<file path="src/usan_pkg.sv">
// ----------------------------------------------------------------------------
// usan_pkg
// Shared types, constants and byte-class helpers of the UTF-8 sanitizer.
// ----------------------------------------------------------------------------
package usan_pkg;

  localparam int MAX_BURST             = 4;  // most bytes one input can cause
  localparam int QUEUE_DEPTH           = 4;  // bursts between front and back
  localparam int DEF_MAX_REPL_BYTES    = 4;

  // configuration register indexes
  localparam logic [1:0] REG_REPLACE_MODE = 2'd0;
  localparam logic [1:0] REG_REPL_BYTES   = 2'd1;
  localparam logic [1:0] REG_REPL_LENGTH  = 2'd2;

  // reset values of the configuration registers
  localparam logic        RST_REPLACE_MODE = 1'b0;
  localparam logic [31:0] RST_REPL_BYTES   = 32'd63;
  localparam logic [2:0]  RST_REPL_LENGTH  = 3'd1;

  typedef struct packed {
    logic        replace_mode;
    logic [31:0] repl_bytes;
    logic [2:0]  repl_length;
  } cfg_t;

  // one input's worth of output bytes, packed from slot 0
  typedef struct packed {
    logic [MAX_BURST-1:0][7:0] bytes;
    logic [2:0]                count;  // 0..MAX_BURST
    logic                      last;   // input was the string's final byte
  } burst_t;

  // followers a lead byte asks for; 0 when b is not a lead byte
  function automatic logic [1:0] lead_followers(input logic [7:0] b);
    logic [1:0] n;
    n = 2'd0;
    if (b inside {[8'hC0:8'hDF]}) n = 2'd1;
    else if (b inside {[8'hE0:8'hEF]}) n = 2'd2;
    else if (b inside {[8'hF0:8'hF7]}) n = 2'd3;
    return n;
  endfunction

  function automatic logic is_cont(input logic [7:0] b);
    return b[7:6] == 2'b10;
  endfunction

endpackage

</file>
<file path="src/usan_front.sv">
// ----------------------------------------------------------------------------
// usan_front
// Classifies each input byte, tracks the open multibyte window and builds
// the burst of output bytes that the byte completes.
// ----------------------------------------------------------------------------
module usan_front #(
  parameter int MAX_REPLACEMENT_BYTES = usan_pkg::DEF_MAX_REPL_BYTES
) (
  input  logic            clk,
  input  logic            rst,
  input  usan_pkg::cfg_t  cfg,
  input  logic            accept,
  input  logic [7:0]      in_byte,
  input  logic            in_last,
  output logic            push,
  output usan_pkg::burst_t burst
);
  import usan_pkg::*;

  localparam int CAP_INT = (MAX_REPLACEMENT_BYTES < MAX_BURST) ?
                           MAX_REPLACEMENT_BYTES : MAX_BURST;
  localparam logic [2:0] REPL_CAP = 3'(CAP_INT);

  logic       win_open;
  logic [1:0] win_need;
  logic [1:0] win_got;
  logic [7:0] lead;
  logic [7:0] held_fol [0:1];  // third follower is always the current byte

  logic [1:0]           new_need;
  logic                 complete;
  logic [2:0]           got_inc;
  logic [7:0]           fol [0:2];
  logic [2:0]           fol_ok;
  logic                 win_ok;
  logic [2:0]           rlen;
  logic [MAX_BURST-1:0][7:0] cand;
  logic [MAX_BURST-1:0] keep;
  logic [MAX_BURST-1:0][7:0] packed_bytes;
  logic [2:0]           cnt;

  assign new_need = lead_followers(in_byte);
  assign got_inc  = {1'b0, win_got} + 3'd1;
  assign complete = win_open && (got_inc >= {1'b0, win_need});
  assign rlen     = (cfg.repl_length > REPL_CAP) ? REPL_CAP : cfg.repl_length;

  always_comb begin
    for (int i = 0; i < 2; i++) begin
      fol[i] = (2'(i) == win_got) ? in_byte : held_fol[i];
    end
    fol[2] = in_byte;
    for (int i = 0; i < 3; i++) begin
      fol_ok[i] = is_cont(fol[i]) || (2'(i) >= win_need);
    end
    win_ok = &fol_ok;
  end

  // candidates and keep mask, then pack the kept bytes from slot 0
  always_comb begin
    cand = '0;
    keep = '0;
    if (!win_open) begin
      cand[0] = in_byte;
      keep[0] = (new_need == 2'd0);
    end else if (complete && win_ok && cfg.replace_mode) begin
      for (int i = 0; i < MAX_BURST; i++) begin
        cand[i] = cfg.repl_bytes[8*i +: 8];
        keep[i] = 3'(i) < rlen;
      end
    end else if (complete && win_ok) begin
      cand[0] = lead;
      keep[0] = 1'b1;
      for (int i = 0; i < 3; i++) begin
        cand[i+1] = fol[i];
        keep[i+1] = 2'(i) < win_need;
      end
    end else if (complete) begin
      for (int i = 0; i < 3; i++) begin
        cand[i] = fol[i];
        keep[i] = (2'(i) < win_need) && !fol[i][7];
      end
    end
  end

  always_comb begin
    packed_bytes = '0;
    cnt          = 3'd0;
    for (int i = 0; i < MAX_BURST; i++) begin
      if (keep[i]) begin
        packed_bytes[cnt[1:0]] = cand[i];
        cnt = cnt + 3'd1;
      end
    end
  end

  assign push        = accept && ((cnt != 3'd0) || in_last);
  assign burst.bytes = packed_bytes;
  assign burst.count = cnt;
  assign burst.last  = in_last;

  always_ff @(posedge clk) begin
    if (rst) begin
      win_open <= 1'b0;
      win_need <= 2'd0;
      win_got  <= 2'd0;
      lead     <= 8'd0;
    end else if (accept) begin
      if (win_open) begin
        if (complete || in_last) begin
          win_open <= 1'b0;
          win_need <= 2'd0;
          win_got  <= 2'd0;
        end else begin
          win_got <= got_inc[1:0];
        end
      end else if ((new_need != 2'd0) && !in_last) begin
        win_open <= 1'b1;
        win_need <= new_need;
        win_got  <= 2'd0;
        lead     <= in_byte;
      end
    end
  end

  // follower store, no reset: always written before read
  always_ff @(posedge clk) begin
    if (accept && win_open && !complete && !win_got[1]) begin
      held_fol[win_got[0]] <= in_byte;
    end
  end

endmodule

</file>
<file path="src/usan_fifo.sv">
// ----------------------------------------------------------------------------
// usan_fifo
// Short burst queue between the front and the back.
// ----------------------------------------------------------------------------
module usan_fifo (
  input  logic             clk,
  input  logic             rst,
  input  logic             push,
  input  usan_pkg::burst_t wr_data,
  input  logic             pop,
  output usan_pkg::burst_t head,
  output logic             empty,
  output logic             full
);
  import usan_pkg::*;

  localparam int PW = $clog2(QUEUE_DEPTH);
  localparam int CW = $clog2(QUEUE_DEPTH + 1);
  localparam logic [CW-1:0] DEPTH_C = CW'(QUEUE_DEPTH);

  burst_t        entries [0:QUEUE_DEPTH-1];
  logic [PW-1:0] wr_ptr;
  logic [PW-1:0] rd_ptr;
  logic [CW-1:0] fill;

  assign empty = (fill == '0);
  assign full  = (fill == DEPTH_C);
  assign head  = entries[rd_ptr];

  always_ff @(posedge clk) begin
    if (rst) begin
      wr_ptr <= '0;
      rd_ptr <= '0;
      fill   <= '0;
    end else begin
      if (push) begin
        wr_ptr <= (wr_ptr == PW'(QUEUE_DEPTH - 1)) ? '0 : wr_ptr + PW'(1);
      end
      if (pop) begin
        rd_ptr <= (rd_ptr == PW'(QUEUE_DEPTH - 1)) ? '0 : rd_ptr + PW'(1);
      end
      if (push && !pop) fill <= fill + CW'(1);
      else if (pop && !push) fill <= fill - CW'(1);
    end
  end

  always_ff @(posedge clk) begin
    if (push) entries[wr_ptr] <= wr_data;
  end

  a_no_overflow: assert property (@(posedge clk) disable iff (rst)
    full |-> !push || pop)
    else $error("burst queue overflow");

  a_no_underflow: assert property (@(posedge clk) disable iff (rst)
    empty |-> !pop)
    else $error("burst queue underflow");

  a_fill_bound: assert property (@(posedge clk) disable iff (rst)
    fill <= DEPTH_C)
    else $error("burst queue fill out of range");

endmodule

</file>
<file path="src/usan_back.sv">
// ----------------------------------------------------------------------------
// usan_back
// Walks the burst at the queue head one byte per beat into the output
// register; an empty final burst becomes a single end marker.
// ----------------------------------------------------------------------------
module usan_back (
  input  logic             clk,
  input  logic             rst,
  input  usan_pkg::burst_t head,
  input  logic             empty,
  output logic             pop,
  output logic             out_valid,
  input  logic             out_stall,
  output logic [7:0]       out_byte,
  output logic             byte_valid,
  output logic             run_last,
  output logic             string_end
);
  import usan_pkg::*;

  logic [1:0] idx;
  logic       load;
  logic       beat_last;
  logic       has_data;

  assign has_data  = (head.count != 3'd0);
  assign beat_last = !has_data || (({1'b0, idx} + 3'd1) == head.count);
  assign load      = !empty && (!out_valid || !out_stall);
  assign pop       = load && beat_last;

  always_ff @(posedge clk) begin
    if (rst) begin
      out_valid <= 1'b0;
      idx       <= 2'd0;
    end else begin
      if (load) begin
        out_valid <= 1'b1;
        idx       <= beat_last ? 2'd0 : idx + 2'd1;
      end else if (!out_stall) begin
        out_valid <= 1'b0;
      end
    end
  end

  always_ff @(posedge clk) begin
    if (load) begin
      out_byte   <= has_data ? head.bytes[idx] : 8'd0;
      byte_valid <= has_data;
      run_last   <= beat_last;
      string_end <= beat_last && head.last;
    end
  end

  a_end_closes_run: assert property (@(posedge clk) disable iff (rst)
    out_valid && string_end |-> run_last)
    else $error("string end without run end");

  a_marker_is_final: assert property (@(posedge clk) disable iff (rst)
    out_valid && !byte_valid |-> run_last && string_end)
    else $error("empty marker not final");

endmodule

</file>
<file path="src/utf8_stream_sanitizer.sv">
// An accepted byte's burst is written into the burst queue, and its first beat then into the output register.
// Throughput: one input byte per cycle while the burst queue has room; the
// output side moves one beat per cycle while out_stall is low, so a byte
// causing k bytes needs k beats and the 4-entry burst queue absorbs the difference.
// Reset (rst, synchronous): window closed, queue and output emptied,
// registers back to replace_mode 0, replacement_bytes 63, replacement_length 1.
// ----------------------------------------------------------------------------
// utf8_stream_sanitizer
// Byte-serial UTF-8 filter: front classifies and builds bursts, back emits.
// ----------------------------------------------------------------------------
module utf8_stream_sanitizer #(
  parameter int MAX_REPLACEMENT_BYTES = usan_pkg::DEF_MAX_REPL_BYTES
) (
  input  logic        clk,
  input  logic        rst,
  // configuration write channel
  input  logic        cfg_valid,
  output logic        cfg_ready,
  input  logic [1:0]  cfg_index,
  input  logic [31:0] cfg_data,
  // input byte channel
  input  logic        in_valid,
  output logic        in_stall,
  input  logic [7:0]  in_byte,
  input  logic        in_last,
  // output beat channel
  output logic        out_valid,
  input  logic        out_stall,
  output logic [7:0]  out_byte,
  output logic        byte_valid,
  output logic        run_last,
  output logic        string_end
);
  import usan_pkg::*;

  cfg_t   cfg;
  burst_t wr_burst;
  burst_t head;
  logic   accept;
  logic   push;
  logic   pop;
  logic   empty;
  logic   full;

  // register writes are taken every cycle
  assign cfg_ready = 1'b1;

  always_ff @(posedge clk) begin
    if (rst) begin
      cfg.replace_mode <= RST_REPLACE_MODE;
      cfg.repl_bytes   <= RST_REPL_BYTES;
      cfg.repl_length  <= RST_REPL_LENGTH;
    end else if (cfg_valid && cfg_ready) begin
      case (cfg_index)
        REG_REPLACE_MODE: cfg.replace_mode <= cfg_data[0];
        REG_REPL_BYTES:   cfg.repl_bytes   <= cfg_data;
        REG_REPL_LENGTH:  cfg.repl_length  <= cfg_data[2:0];
        default: ;  // unmapped index: ignored
      endcase
    end
  end

  // every accepted beat can push at most one burst, so stall on a full queue
  assign in_stall = full;
  assign accept   = in_valid && !in_stall;

  usan_front #(
    .MAX_REPLACEMENT_BYTES(MAX_REPLACEMENT_BYTES)
  ) u_front (
    .clk     (clk),
    .rst     (rst),
    .cfg     (cfg),
    .accept  (accept),
    .in_byte (in_byte),
    .in_last (in_last),
    .push    (push),
    .burst   (wr_burst)
  );

  usan_fifo u_fifo (
    .clk     (clk),
    .rst     (rst),
    .push    (push),
    .wr_data (wr_burst),
    .pop     (pop),
    .head    (head),
    .empty   (empty),
    .full    (full)
  );

  usan_back u_back (
    .clk        (clk),
    .rst        (rst),
    .head       (head),
    .empty      (empty),
    .pop        (pop),
    .out_valid  (out_valid),
    .out_stall  (out_stall),
    .out_byte   (out_byte),
    .byte_valid (byte_valid),
    .run_last   (run_last),
    .string_end (string_end)
  );

endmodule

</file>
<file path="config.mk">
export PLATFORM = sky130hd
export DESIGN_NAME = utf8_stream_sanitizer
export DESIGN_NICKNAME = d
export VERILOG_FILES = /design/src/usan_pkg.sv /design/src/usan_front.sv /design/src/usan_fifo.sv /design/src/usan_back.sv /design/src/utf8_stream_sanitizer.sv
export SDC_FILE = /design/constraint.sdc
export NUM_CORES = 1
export LEC_CHECK = 0
export ABC_AREA = 1
export BUFFER_PORTS_ARGS = -buffer_cell sky130_fd_sc_hd__buf_4
export CORE_ASPECT_RATIO = 1.75
export CORE_MARGIN = 5
export CORE_UTILIZATION = 45
export CTS_BUF_LIST = sky130_fd_sc_hd__clkbuf_8
export DETAILED_ROUTE_END_ITERATION = 10
export SKIP_LAST_GASP = 1
export SLEW_MARGIN = 20
export SYNTH_ARGS = -nofsm -noshare
export SYNTH_HDL_FRONTEND = slang
export SYNTH_SLANG_ARGS = --single-unit
export TNS_END_PERCENT = 30
</file>
<file path="constraint.sdc">
create_clock -name clk -period 8.2 [get_ports clk]
set_clock_uncertainty 0.2 [all_clocks]
set_input_delay 1.23 -clock clk [delete_from_list [all_inputs] [get_ports clk]]
set_output_delay 1.23 -clock clk [all_outputs]
set_load 0.05 [all_outputs]
</file>
==> reports/metrics.cfg <==
[clock_network]
cts_resized=0
clkSinkCount=232
cts_tree=built
clkLatencyLatePin_ns=0.52
clk_pin_slew_ns=0.07
clock_path_buffers=3
root_buffer=clkbuf_8
postCtsSetupRepairBufs=0
cts_inserted_buffers=34
cts_hold_buf=0
h-tree-depth=2

[detailed_routing]
dr.pass1.iters=5
vias_per_cell=5.52
post-route-drc-count=0
drtIter0Drc=447
drt-total-wl_mm=28.7
wire_per_inst_microns=19.5
antenna_left=0
vias=8138

[critical_path]
r2r_slack_ns=1.83
critical_path.max_fanout=31
criticalPathCategory=flop to flop
cp.required_ns=8.22
crit_path_start_kind=flop
critical_path_arrival_ns=6.39
cp-end-kind=flop

[grt]
overflow=0
grt.total_usage_pct=20.9
grt_max_degree=74
grt_pass1_wl_mm=44.3
grt_pass1_vias=8177
antenna_found_initial=0

[floorplanning]
core_region_area_sq_um=23400
initial_utilization_pct=45.6
die_x_microns=127
dieArea_sq_um=27100
rows=74
io_pins=62
die_height_microns=214

[timing]
worstMarginPinSlew_ns=1.09
fin_crit_ns=6.37
slew_headroom_pct=27.0
slew_violations=0
grt_setup_unrepaired=no
setup-violations-final=0
hold_viol=0
tns_ns=0
min_period_over_period_pct=77.7
fmax_mhz=157
worst_slack_ns=1.83

[synth]
yosysWarningCount=0
synth_cell_types=48
syn_nets=1164
ys_ff_latch=232
avgSynthCellArea_sq_um=9.75
netlist_area_sq_um=10700
synth.area.top_cells=edfxtp_1, dfxtp_1, o21ai_0
synthFlopType=edfxtp_1
synth_top_area_cell=edfxtp_1
yosysTopAreaCellShare_pct=48.0
async_flop_share_pct=0
yosysSeqAreaShare_pct=59.4
netlist_instances=1097
synth_edf_count=171

[power_and_ir_drop]
p_int_w=0.00223
pwr-share-clk_pct=27.1
leakagePower_nw=4.56
netSwitchingPower_w=0.00117
p_seq_share_pct=44.2
switching_share_pct=34.4
pwr-share-comb_pct=28.7
powerDensity_nw_per_um2=282
peakVddDrop_uv=126

[finish]
diodes=0
fin_nets=1216
area_growth_pct=13.0
seq_area_sq_um=6360
drive_gt1_share_pct=14.3
multi_input_area_sq_um=3870
nFillCells=2176

[flow_run]
drv_cap=0

[placement]
dp_hpwl_mm=20.6
gp_congestion=0.937
port_buffers=60
pre_cts_ws_ns=1.76

[worst_hold_path]
hp-class=flop to flop

[run_status]
status=complete, no violations

kinds of logic (layout without fill, tap and decap cells):
| group | Yosys count | in the layout | synth area share (%) |
|---|---|---|---|
| other | 1 | 1 | 0.0351 |
| AND/OR/NAND/NOR | 386 | 386 | 15.5 |
| buffers and inverters | 128 | 202 | 4.77 |
| XOR/XNOR | 3 | 3 | 0.246 |
| flip-flops | 232 | 232 | 59.4 |
| AO/OA/AOI/OAI | 328 | 328 | 17.6 |
| adder cells (fa/ha/maj) | 19 | 19 | 2.36 |
final timing paths:
check	end	cells past startpoint	from
setup / recovery	u_fifo.entries[0][25]	21	u_front.win_got[0]
hold / removal	cfg[5]	2	cfg[5]
setup reg to reg	u_fifo.entries[0][25]	21	u_front.win_got[0]
hold reg to reg	cfg[5]	2	cfg[5]
state kept, by name, summed over array words and instances (netlist names), 2 cells and up, named ones only:
name and cells:
u_front.held_fol 16, u_fifo.fill 3, u_front.lead 8, u_fifo.rd_ptr 2
u_back.out_byte 8, cfg 36, u_front.win_need 2, u_front.win_got 2
u_fifo.wr_ptr 2, u_back.idx 2, u_fifo.entries 144
worst max-delay path, cell delays in order, from the launching register on:
cell and delay (ns):
dfxtp_1 0.40, inv_1 0.14, fa_1 0.48, nor2_1 0.11
nand2_1 0.09, a21oi_2 0.49, nand2_2 0.12, nor2_4 0.45
o22ai_1 0.24, nor2_4 0.24, inv_1 0.12, ha_1 0.43
nand4_2 0.35, nand2_4 0.20, ha_1 0.23, or2_1 0.22
nand2_1 0.13, nor2_1 0.07, nand3_2 0.11, nand2_4 0.12
nor2_4 0.82, buf_4 0.30
layout make-up:
type / instances / area share (%)
Clock buffer: 36 / 4.10
Tap cell: 304 / 3.15
Timing Repair Buffer: 70 / 4.35
Inverter: 74 / 2.30
Sequential cell: 232 / 52.6
Clock inverter: 22 / 1.44
Multi-Input combinational cell: 737 / 32.0
stage by stage:
step                util, %  power, W  hold slack [ns]  instance area [sq um]  cells
floorplan                 -   0.00220            0.229                  10700   1097
global placement       48.7   0.00250            0.243                  11400   1417
detailed placement     48.7   0.00252            0.248                  11400   1417
CTS                    51.6   0.00345            0.266                  12100   1475
global route           51.6   0.00361            0.290                  12100   1475
finish                 51.6   0.00341            0.266                  12100   1475
synth_stat cells, types with 2 or more instances:
cell and instances:
nand3_2 4, buf_2 9, nand2_1 122, nor3_1 5
a21oi_1 46, buf_4 3, nand4_1 3, dfxtp_1 61
inv_1 62, nand3_1 29, clkbuf_1 38, buf_1 3
nand2_4 3, clkinv_1 3, inv_2 9, nor2_4 4
nor2_1 189, a22oi_1 10, nor2_2 3, a32o_1 3
edfxtp_1 171, or2_1 4, fa_1 2, o211ai_1 3
a21oi_2 2, o21bai_1 4, o22ai_1 33, a211oi_1 23
or2_2 6, a31oi_1 5, nand2_2 10, o21ai_1 6
xor2_1 3, o21ai_0 176, ha_1 17, o221ai_1 11
per-layer routing:
layer | part of all wire (%) | wire length [microns] | vias to the layer above | GRT usage (%)
met5 | 0 | 0 | - | 0
li1 | - | - | 3974 | -
met3 | 2.7 | 774 | 92 | 2.02
met4 | 7.4 | 2120 | 0 | 14.3
met1 | 36 | 10200 | 3870 | 21.0
met2 | 54 | 15600 | 202 | 39.6
power groups by stage:
stage	sequential (W)	combinational, W	clock [W]
floorplan	0.00161	0.000592	0
global placement	0.00153	0.000974	0
detailed placement	0.00153	0.000991	0
CTS	0.00151	0.000992	0.000954
global route	0.00152	0.00109	0.00101
finish	0.00151	0.000976	0.000924
cell usage in the layout, fill, tap and decap left out, types with 17 or more instances in the layout:
master / count
nor2_1: 185
o21ai_0: 176
edfxtp_1: 171
nand2_1: 122
inv_1: 71
buf_4: 70
dfxtp_1: 59
a21oi_1: 46
clkbuf_8: 36
o22ai_1: 33
nand3_1: 29
a211oi_1: 23
ha_1: 17
No activity file was read; power rests on OpenSTA's default activity.
